$ cat src/rtl/core/alist_pkg.sv
package alist_pkg;

    localparam int unsigned DEF_DEPTH = 16;
    localparam int unsigned WORD_W    = 32;
    localparam int unsigned MODE_W    = 3;
    localparam int unsigned POS_W     = 5;
    localparam int unsigned IDX_W     = 4;
    localparam int unsigned CNT_W     = 5;
    localparam int unsigned STAT_W    = 2;

    typedef enum logic [MODE_W-1:0] {
        MODE_READ   = 3'd0,
        MODE_INSERT = 3'd1,
        MODE_REMOVE = 3'd2,
        MODE_MODIFY = 3'd3,
        MODE_SEARCH = 3'd4
    } t_mode;

    typedef enum logic [STAT_W-1:0] {
        ST_OK    = 2'd0,
        ST_RANGE = 2'd1,
        ST_FULL  = 2'd2,
        ST_MISS  = 2'd3
    } t_status;

    typedef enum logic [1:0] {
        CELL_HOLD,
        CELL_INSERT,
        CELL_REMOVE,
        CELL_WRITE
    } t_cell_op;

    typedef struct packed {
        t_cell_op            op;
        logic [WORD_W-1:0]   value;
    } t_cell_cmd;

endpackage

$ cat src/rtl/core/alist_cell.sv
module alist_cell #(
    parameter int unsigned PW  = 5,
    parameter int unsigned IDX = 0
) (
    input  logic                       i_clk,
    input  alist_pkg::t_cell_cmd       i_cmd,
    input  logic [PW-1:0]              i_pos,
    input  logic [alist_pkg::WORD_W-1:0] i_left,
    input  logic [alist_pkg::WORD_W-1:0] i_right,
    output logic [alist_pkg::WORD_W-1:0] o_data,
    output logic                       o_match
);
    import alist_pkg::*;

    localparam logic [PW-1:0] MY_IDX = PW'(IDX);

    logic [WORD_W-1:0] r_data;
    logic [WORD_W-1:0] n_data;
    logic              r_match;

    always_comb begin
        n_data = r_data;
        case (i_cmd.op)
            CELL_INSERT: begin
                if (MY_IDX > i_pos) begin
                    n_data = i_left;
                end else if (MY_IDX == i_pos) begin
                    n_data = i_cmd.value;
                end
            end
            CELL_REMOVE: begin
                if (MY_IDX >= i_pos) begin
                    n_data = i_right;
                end
            end
            CELL_WRITE: begin
                if (MY_IDX == i_pos) begin
                    n_data = i_cmd.value;
                end
            end
            default: n_data = r_data;
        endcase
    end

    always_ff @(posedge i_clk) begin
        r_data  <= n_data;
        r_match <= (r_data == i_cmd.value);
    end

    assign o_data  = r_data;
    assign o_match = r_match;

endmodule

$ cat src/rtl/core/alist_prio.sv
module alist_prio #(
    parameter int unsigned DEPTH = alist_pkg::DEF_DEPTH
) (
    input  logic [DEPTH-1:0]               i_mask,
    output logic                           o_found,
    output logic [$clog2(DEPTH)-1:0]       o_idx
);
    import alist_pkg::*;

    localparam int unsigned AW = $clog2(DEPTH);

    always_comb begin
        o_idx = '0;
        for (int k = DEPTH - 1; k >= 0; k--) begin
            if (i_mask[k]) begin
                o_idx = AW'(k);
            end
        end
    end

    assign o_found = |i_mask;

endmodule

$ cat src/rtl/core/array_list_insert_remove_search_unit.sv
// Channel   Direction  Handshake          Payload
// request   in         i_valid / o_ready  i_mode, i_position, i_value
// result    out        o_valid / i_ready  o_read_value, o_found_index, o_item_count, o_status
//
// Each request passes through three states: accept, one in which every cell shifts, writes
// or compares in parallel, and one for the first-match encoder, which waits for the output
// register to be free. A new request is accepted only after the previous one has finished.
// A pending result may wait in the output register while the next request is accepted.
// Reset clears the count and the control state; the cells need no reset.
module array_list_insert_remove_search_unit #(
    parameter int unsigned DEPTH = alist_pkg::DEF_DEPTH
) (
    input  logic                                   i_clk,
    input  logic                                   i_rst_n,
    input  logic                                   i_valid,
    output logic                                   o_ready,
    input  logic [alist_pkg::MODE_W-1:0]           i_mode,
    input  logic [alist_pkg::POS_W-1:0]            i_position,
    input  logic signed [alist_pkg::WORD_W-1:0]    i_value,
    output logic                                   o_valid,
    input  logic                                   i_ready,
    output logic signed [alist_pkg::WORD_W-1:0]    o_read_value,
    output logic [alist_pkg::IDX_W-1:0]            o_found_index,
    output logic [alist_pkg::CNT_W-1:0]            o_item_count,
    output logic [alist_pkg::STAT_W-1:0]           o_status
);
    import alist_pkg::*;

    localparam int unsigned AW = $clog2(DEPTH);
    localparam int unsigned CW = $clog2(DEPTH + 1);
    localparam int unsigned PW = (CW > POS_W) ? CW : POS_W;
    localparam logic [CW-1:0] FULL_CNT = CW'(DEPTH);

    typedef enum logic [1:0] {
        S_IDLE,
        S_EXEC,
        S_DONE
    } t_state;

    t_state              r_state;
    t_mode               r_mode;
    logic [PW-1:0]       r_pos;
    logic [WORD_W-1:0]   r_val;
    logic [CW-1:0]       r_count;
    logic [CW-1:0]       n_count;
    t_status             r_status;
    t_status             n_status;
    logic [WORD_W-1:0]   r_rd;
    logic [WORD_W-1:0]   n_rd;
    logic                r_out_valid;
    logic [WORD_W-1:0]   r_out_rd;
    logic [IDX_W-1:0]    r_out_idx;
    logic [CNT_W-1:0]    r_out_cnt;
    t_status             r_out_status;

    t_cell_cmd           w_cmd;
    logic [WORD_W-1:0]   w_data  [DEPTH];
    logic [WORD_W-1:0]   w_left  [DEPTH];
    logic [WORD_W-1:0]   w_right [DEPTH];
    logic [DEPTH-1:0]    w_match;
    logic [DEPTH-1:0]    w_mask;
    logic                w_found;
    logic [AW-1:0]       w_idx;
    logic                w_in_range;
    logic                w_load;

    assign o_ready = (r_state == S_IDLE);
    assign w_in_range = (r_pos < PW'(r_count));
    assign w_load = (r_state == S_DONE) && (!r_out_valid || i_ready);

    always_comb begin
        w_cmd.op    = CELL_HOLD;
        w_cmd.value = r_val;
        n_count     = r_count;
        n_status    = ST_OK;
        n_rd        = '0;
        if (r_state == S_EXEC) begin
            unique case (r_mode)
                MODE_READ: begin
                    if (w_in_range) begin
                        n_rd = w_data[r_pos[AW-1:0]];
                    end else begin
                        n_status = ST_RANGE;
                    end
                end
                MODE_INSERT: begin
                    if (r_count >= FULL_CNT) begin
                        n_status = ST_FULL;
                    end else if (r_pos > PW'(r_count)) begin
                        n_status = ST_RANGE;
                    end else begin
                        w_cmd.op = CELL_INSERT;
                        n_count  = r_count + CW'(1);
                    end
                end
                MODE_REMOVE: begin
                    if (w_in_range) begin
                        w_cmd.op = CELL_REMOVE;
                        n_count  = r_count - CW'(1);
                    end else begin
                        n_status = ST_RANGE;
                    end
                end
                MODE_MODIFY: begin
                    if (w_in_range) begin
                        w_cmd.op = CELL_WRITE;
                    end else begin
                        n_status = ST_RANGE;
                    end
                end
                default: n_status = ST_OK;
            endcase
        end
    end

    for (genvar k = 0; k < DEPTH; k++) begin : g_cell
        if (k == 0) begin : g_first
            assign w_left[k] = r_val;
        end else begin : g_mid_l
            assign w_left[k] = w_data[k-1];
        end
        if (k == DEPTH - 1) begin : g_last
            assign w_right[k] = r_val;
        end else begin : g_mid_r
            assign w_right[k] = w_data[k+1];
        end
        assign w_mask[k] = w_match[k] && (CW'(k) < r_count);

        alist_cell #(
            .PW  (PW),
            .IDX (k)
        ) u_cell (
            .i_clk   (i_clk),
            .i_cmd   (w_cmd),
            .i_pos   (r_pos),
            .i_left  (w_left[k]),
            .i_right (w_right[k]),
            .o_data  (w_data[k]),
            .o_match (w_match[k])
        );
    end

    alist_prio #(
        .DEPTH (DEPTH)
    ) u_prio (
        .i_mask  (w_mask),
        .o_found (w_found),
        .o_idx   (w_idx)
    );

    always_ff @(posedge i_clk) begin
        if (!i_rst_n) begin
            r_state     <= S_IDLE;
            r_count     <= '0;
            r_out_valid <= 1'b0;
        end else begin
            if (w_load) begin
                r_out_valid <= 1'b1;
            end else if (o_valid && i_ready) begin
                r_out_valid <= 1'b0;
            end
            unique case (r_state)
                S_IDLE: begin
                    if (i_valid) begin
                        r_mode  <= t_mode'(i_mode);
                        r_pos   <= PW'(i_position);
                        r_val   <= i_value;
                        r_state <= S_EXEC;
                    end
                end
                S_EXEC: begin
                    r_count  <= n_count;
                    r_status <= n_status;
                    r_rd     <= n_rd;
                    r_state  <= S_DONE;
                end
                S_DONE: begin
                    if (w_load) begin
                        r_out_rd    <= r_rd;
                        r_out_cnt   <= CNT_W'(r_count);
                        if (r_mode == MODE_SEARCH) begin
                            r_out_status <= w_found ? ST_OK : ST_MISS;
                            r_out_idx    <= w_found ? IDX_W'(w_idx) : '0;
                        end else begin
                            r_out_status <= r_status;
                            r_out_idx    <= '0;
                        end
                        r_state <= S_IDLE;
                    end
                end
                default: r_state <= S_IDLE;
            endcase
        end
    end

    assign o_valid       = r_out_valid;
    assign o_read_value  = r_out_rd;
    assign o_found_index = r_out_idx;
    assign o_item_count  = r_out_cnt;
    assign o_status      = r_out_status;

endmodule
$ cat config.mk
export PLATFORM = sky130hd
export DESIGN_NAME = array_list_insert_remove_search_unit
export DESIGN_NICKNAME = d
export VERILOG_FILES = /design/src/rtl/core/alist_pkg.sv /design/src/rtl/core/alist_cell.sv /design/src/rtl/core/alist_prio.sv /design/src/rtl/core/array_list_insert_remove_search_unit.sv
export SDC_FILE = /design/constraint.sdc
export NUM_CORES = 2
export LEC_CHECK = 0
export BUFFER_PORTS_ARGS = -buffer_cell sky130_fd_sc_hd__buf_2
export CORE_ASPECT_RATIO = 0.75
export CORE_MARGIN = 2
export CORE_UTILIZATION = 58
export CTS_CLUSTER_DIAMETER = 30
export CTS_CLUSTER_SIZE = 10
export DETAILED_ROUTE_END_ITERATION = 7
export MAX_ROUTING_LAYER = met4
export PLACE_DENSITY = 0.83
export SLEW_MARGIN = 10
export SYNTH_ARGS = -nofsm -noshare
export SYNTH_HDL_FRONTEND = slang
export SYNTH_HIERARCHICAL = 1
export SYNTH_SLANG_ARGS = --single-unit
$ cat constraint.sdc
create_clock -name i_clk -period 7.8 [get_ports i_clk]
set_input_delay 1.56 -clock i_clk [delete_from_list [all_inputs] [get_ports i_clk]]
set_output_delay 1.56 -clock i_clk [all_outputs]
set_load 0.05 [all_outputs]
# Word level (Yosys, flattened, before mapping)
# Index checks and enable logic that the tools add are counted.
dict set report classes {
  add_sub_neg 2
  n_lt_le_gt_ge 52
  n_eq_ne 61
  mux 103
  n_bitwise 3
  reduce_logical 54
}
# op n
set ops {}
lappend ops {{$mux W32} 50}
lappend ops {{$pmux W32 S3} 16}
lappend ops {{$eq A32 B32 Y1} 16}
lappend ops {{$bmux W32 S4} 1}
lappend ops {{$eq A4 B5 Y1 const A} 8}
lappend ops {{$ge A4 B5 Y1 const A} 8}
lappend ops {{$gt A4 B5 Y1 const A} 8}
lappend ops {{$lt A4 B5 Y1 const A} 8}
lappend ops {{$reduce_and A2 Y1} 19}
lappend ops {{$mux W4} 8}
lappend ops {{$ne A2 B1 Y1 const B} 16}
lappend ops {{$eq A3 B5 Y1 const A} 4}
lappend ops {{$ge A3 B5 Y1 const A} 4}
lappend ops {{$gt A3 B5 Y1 const A} 4}
lappend ops {{$lt A3 B5 Y1 const A} 4}
lappend ops {{$mux W2} 10}
lappend ops {{$logic_and A1 B1 Y1} 18}
lappend ops {{$reduce_or A16 Y1} 1}
lappend ops {{$mux W5} 3}
lappend ops {{$mux W3} 4}
lappend ops {{$pmux W2 S3} 2}
lappend ops {{$eq A2 B5 Y1 const A} 2}
lappend ops {{$ge A1 B5 Y1 const A} 2}
lappend ops {{$ge A2 B5 Y1 const A} 2}
lappend ops {{other kinds (34)} 57}
dict set report word_totals {
  ff_bits 653
  inputBits 44
  elab_cells 322
}

# Depth between registers and ports, before layout
dict set report depth {
  depth_word 17
  mapped_depth 16
  mapped_depth_nobuf 11
}

# Cells and area by module
# Netlist, hierarchy kept.
# module instances cells_each area_per_inst_um2 seq_area_each_um2
set modules_own_cells {}
lappend modules_own_cells {array_list_insert_remove_search_unit 1 546 8558.2 3673.5}
lappend modules_own_cells {{alist_cell (g_cell[11].u_cell)} 1 194 2393.5 980.9}
lappend modules_own_cells {{alist_cell (g_cell[9].u_cell)} 1 194 2367.3 980.9}
lappend modules_own_cells {{alist_cell (g_cell[2].u_cell)} 1 193 2352.3 980.9}
lappend modules_own_cells {{alist_cell (g_cell[7].u_cell)} 1 192 2349.8 980.9}
lappend modules_own_cells {{alist_cell (g_cell[6].u_cell)} 1 193 2341.0 980.9}
lappend modules_own_cells {{alist_cell (g_cell[3].u_cell)} 1 194 2336.0 980.9}
lappend modules_own_cells {{alist_cell (g_cell[14].u_cell)} 1 194 2319.7 980.9}
lappend modules_own_cells {{alist_cell (g_cell[12].u_cell)} 1 194 2314.7 980.9}
lappend modules_own_cells {{alist_cell (g_cell[15].u_cell)} 1 192 2272.2 980.9}
lappend modules_own_cells {{alist_cell (g_cell[13].u_cell)} 1 194 2213.4 980.9}
lappend modules_own_cells {{alist_cell (g_cell[4].u_cell)} 1 192 2209.6 980.9}
lappend modules_own_cells {{alist_cell (g_cell[10].u_cell)} 1 195 2202.1 980.9}
lappend modules_own_cells {{alist_cell (g_cell[8].u_cell)} 1 193 2183.3 980.9}
lappend modules_own_cells {{4 more rows} - - - -}

# Least setup slack after synthesis
# OpenSTA, ideal clock, no wires.
dict set report synth_timing {
  kind {flip-flop to flip-flop}
  start {register r_pos[4]}
  end {register g_cell[12].u_cell.r_data[0] (enable)}
  setup_time_ns 0.394
  arrival_ns 7.374
  required_time_ns 7.406
  path_slack_ns 0.032
  stages_incl_launch_ff 9
  cell_sequence {edfxtp_1 -> ha_1 -> and3_1 -> o21ai_0 -> and2_1 -> nand2_1 -> nor3_1 -> o21ai_0 -> nand2b_1}
}
# element line
set synth_rtl {}
lappend synth_rtl {{from (decl)} array_list_insert_remove_search_unit.sv:42} ;# logic [PW-1:0] r_pos;
lappend synth_rtl {{from (signal assigned)} array_list_insert_remove_search_unit.sv:166} ;# r_pos <= PW'(i_position);
lappend synth_rtl {{to (signal assigned)} alist_cell.sv:46} ;# r_data <= n_data;
lappend synth_rtl {{to (decl)} alist_cell.sv:17} ;# logic [WORD_W-1:0] r_data;

==> results.yml <==
die:
  die_wd_um: 325.5
  initial_util_pct: 58.50
  chipHeight_um: 245.1
  io_pins: 89
  placeableCoreArea_um2: 76850
  fp-row-count: 88
  dieArea_um2: 79780
placement:
  dp_slack_ns: 3.133
  io_buffer_count: 88
  place.detailed.hpwl_mm: 109.1
  gp_routability_congestion: 1.101
synth:
  edff_count_synth: 629
  asyncSetResetFlopFracSynth_pct: 0
  synth.ff_latch_count: 653
  yosys_most_used_dff: "sky130_fd_sc_hd__edfxtp_1"
  syn_avg_cell_area_um2: 12.14
  mappedNetlistNets: 3754
  netlist-cell-type-count: 72
  postSynthCellCount: 3702
  synth.cell_area_um2: 44960
  yosys_warnings: 6
  synth.yosys.seq_area_share_pct: 43.08
setup_path:
  critical_path.max_stage_delay_ns: 1.06
  critical_path.endpoint_type: "flop"
  worst-path-max-fanout: 47
  timing.critical_path.arrival_ns: 5.29
  timing_worst_setup_path_type: "reg2reg"
  path_cells: "buf_4 -> ha_1 -> and3_1 -> o21ai_0 -> and2_1 -> nand2_1 -> nor3_2 -> buf_4 -> nor2b_2 -> buf_4 -> or2_1 -> o21ai_0"
  reg2reg_from: "r_pos[4]"
  crit_required_ns: 8.21
  regToRegEndpoint: "g_cell[4].u_cell/o_data[3]"
  worst-r2r-setup-slack_ns: 2.92
  crit_path_start_kind: "flop"
  worst_path_most_repeated_cell: "sky130_fd_sc_hd__buf_4"
  slowest_stage: "sky130_fd_sc_hd__or2_1"
  reg2reg_depth: 12
cts:
  master_cell_of_the_clock_root_buffer: "sky130_fd_sc_hd__clkbuf_16"
  ctsHoldBuffers: 0
  cts_resized: 0
  cts_max_level: 4
  cts.sinks: 653
  post-cts-setup-buffers: 0
  worstSkewPairLatency_ns: 0.74
  clock_tree.buffer_depth: 3
  clk_pin_slew_ns: 0.05
  cts_inserted_buffers: 136
  tritoncts_clock_tree: "done"
finish:
  layout-area-overhead-vs-synth_pct: 11.97
  drive_above_1_share_pct: 23.02
  mostFrequentLayoutCell: "sky130_fd_sc_hd__edfxtp_1"
  nets_finish: 3822
  commonest_cells_after_routing_fill_and_taps_aside: "sky130_fd_sc_hd__edfxtp_1, sky130_fd_sc_hd__mux2i_1, sky130_fd_sc_hd__xor2_1"
sta:
  tns_ns: 0
  fmax_mhz: 204.9
  period_share_pct: 62.56
  final.min_clock_period_ns: 4.880
  grt_setup_unrepaired: "no"
  worst_slack_ns: 2.920
  setup_viol: 0
  transition_time_at_the_pin_with_the_least_slew_margin_ns: 1.481
  timing.final.hold_violations: 0
  relative_slew_slack_pct: 0.3503
  finalClockSkew_ns: 0.02198
  drv_slew: 0
run:
  max_cap_violations: 2
hold_path:
  endpoint_worst_hold: "o_read_value[30]"
  timing.hold.worst.start: "r_rd[30]"
  hold_path_depth: 0
  worst_hold_path_type: "reg2reg"
global_route:
  grt_start_max_net_pins: 65
  overflow: 0
  grt_pass1_vias: 34404
  antenna_found_initial: 6
  grt_first_pass_wirelength_mm: 235.4
  globalRouteTotalUtil_pct: 40.47
drt:
  route.antenna.remaining_nets: 0
  num_vias: 37573
  viasPerCell: 7.635
  drc_errors: 17
  detail_route.wl_per_cell_um: 32.62
  dr_iter_0_viols: 8196
  detailedRoute.firstPassIterationCount: 8
  detail_route.wirelength_mm: 160.5
status:
  failed_checks: "DRC, capacitance limit"
  outcome: "complete, but fails checks"
pwr:
  cellPowerDensity_nw_per_um2: 210.0
  p_leak_nw: 17.80
  vdd.ir_drop.worst_uv: 202.0
-- layer usage --
| metal | up-vias | global-route usage (%) | wire, um | share of wire, % |
|---|---|---|---|---|
| li1 | 14927 | - | - | - |
| met4 | 0 | 14.48 | 7224 | 4.5 |
| met2 | 3906 | 51.88 | 63460 | 40 |
| met1 | 18224 | 53.85 | 57450 | 36 |
| met3 | 516 | 21.04 | 32380 | 20 |
| met5 | - | - | 0 | 0 |
-- layout make-up --
type / count / area, um2
Multi-Input combinational cell: 2764 / 23800
Sequential cell: 653 / 19370
Clock inverter: 93 / 1016
Clock buffer: 158 / 3527
Antenna cell: 3 / 7.507
Fill cell: 5639 / 26510
Timing Repair Buffer: 197 / 1259
Inverter: 18 / 67.56
Tap cell: 1035 / 1295
-- logic make-up after synthesis --
group                      after synthesis  share of synthesized area [%]
buffers and inverters                  285                          4.191
AOI/OAI and AO/OA                     1129                          18.23
xor gates and xnor gates               513                          9.994
DFF                                    653                          43.08
muxes                                  644                          17.90
and+or+nand+nor                        470                          6.379
adders and majority gates                8                         0.2227
-- sequential cells by signal, indices dropped and copies added, names as in the netlist --
signal and flops:
g_cell.u_cell/o_match 16, r_rd 32, r_val 32, o_read_value 32, r_status 2, o_found_index 4, o_item_count 5, g_cell.u_cell/o_data 512
r_pos 5, r_count 5, o_status 2, r_mode 3, o_valid 1, r_state 2
-- synthesized netlist by cell type (9+ instances only) --
cell type,n,share of area [%]
sky130_fd_sc_hd__nor2_1,69,0.58
sky130_fd_sc_hd__nand2_1,88,0.73
sky130_fd_sc_hd__buf_1,12,0.10
sky130_fd_sc_hd__buf_6,46,1.2
sky130_fd_sc_hd__dfxtp_1,24,1.1
sky130_fd_sc_hd__edfxtp_1,629,42
sky130_fd_sc_hd__nor4_1,129,1.8
sky130_fd_sc_hd__mux4_2,128,6.4
sky130_fd_sc_hd__nand4_1,32,0.45
sky130_fd_sc_hd__xor2_1,512,10
sky130_fd_sc_hd__buf_2,85,0.95
sky130_fd_sc_hd__nor4_4,9,0.43
sky130_fd_sc_hd__a31oi_1,35,0.49
sky130_fd_sc_hd__o21ai_1,152,1.7
sky130_fd_sc_hd__mux2i_1,515,11
sky130_fd_sc_hd__inv_1,18,0.15
sky130_fd_sc_hd__buf_4,18,0.30
sky130_fd_sc_hd__a22oi_1,481,8.0
sky130_fd_sc_hd__o21ai_2,260,5.1
sky130_fd_sc_hd__and2_1,9,0.13
sky130_fd_sc_hd__or2_4,10,0.19
sky130_fd_sc_hd__clkbuf_1,82,0.68
sky130_fd_sc_hd__buf_12,15,0.67
sky130_fd_sc_hd__a211oi_1,65,1.1
sky130_fd_sc_hd__a21oi_1,13,0.14
sky130_fd_sc_hd__nor2b_1,53,0.74
sky130_fd_sc_hd__a21o_1,11,0.18
sky130_fd_sc_hd__o21ai_0,80,0.89
-- stage by stage --
step | instances | hold slack (ns) | area (um2) | util [%] | total power (W)
after floorplan | 3702 | 0.4003 | 44960 | - | 0.004561
after global placement | 4667 | 0.4030 | 45780 | 59.57 | 0.004772
after detailed placement | 4667 | 0.4045 | 45780 | 59.57 | 0.004794
after CTS | 4918 | 0.4165 | 50330 | 65.48 | 0.01053
after global routing | 4919 | 0.4244 | 50330 | 65.49 | 0.01077
final | 4921 | 0.4157 | 50340 | 65.50 | 0.01057
-- worst max-delay path by stage --
stage,startpoint,to,slack [ns],depth (start not counted)
6_report,r_pos[4],g_cell[4].u_cell/o_data[3],2.92,12
5_1_grt,r_pos[4],g_cell[4].u_cell/o_data[2],2.73,12
4_1_cts,r_pos[4],g_cell[4].u_cell/o_data[3],3.08,12
3_5_place_dp,r_pos[4],g_cell[4].u_cell/o_data[3],3.13,12
3_3_place_gp,r_pos[4],g_cell[4].u_cell/o_data[3],3.19,12
2_1_floorplan,r_pos[4],g_cell[12].u_cell/o_data[0],0.03,8
-- worst max-delay path, delay by kind of cell (launching register included) --
family / cells / cell delay, ns
flops: 1 / 0.31
fa+ha+maj: 1 / 0.37
simple gates: 6 / 1.96
compound gates: 2 / 0.34
buf+inv: 3 / 1.52
-- where the power goes --
group | internal (W) | switching [W] | total [W]
logic | 0.000278 | 0.000581 | 0.000859
clock network | 0.00375 | 0.00203 | 0.00578
registers | 0.00389 | 0.0000407 | 0.00393
Note: power is estimated with default switching activity, not from simulation.
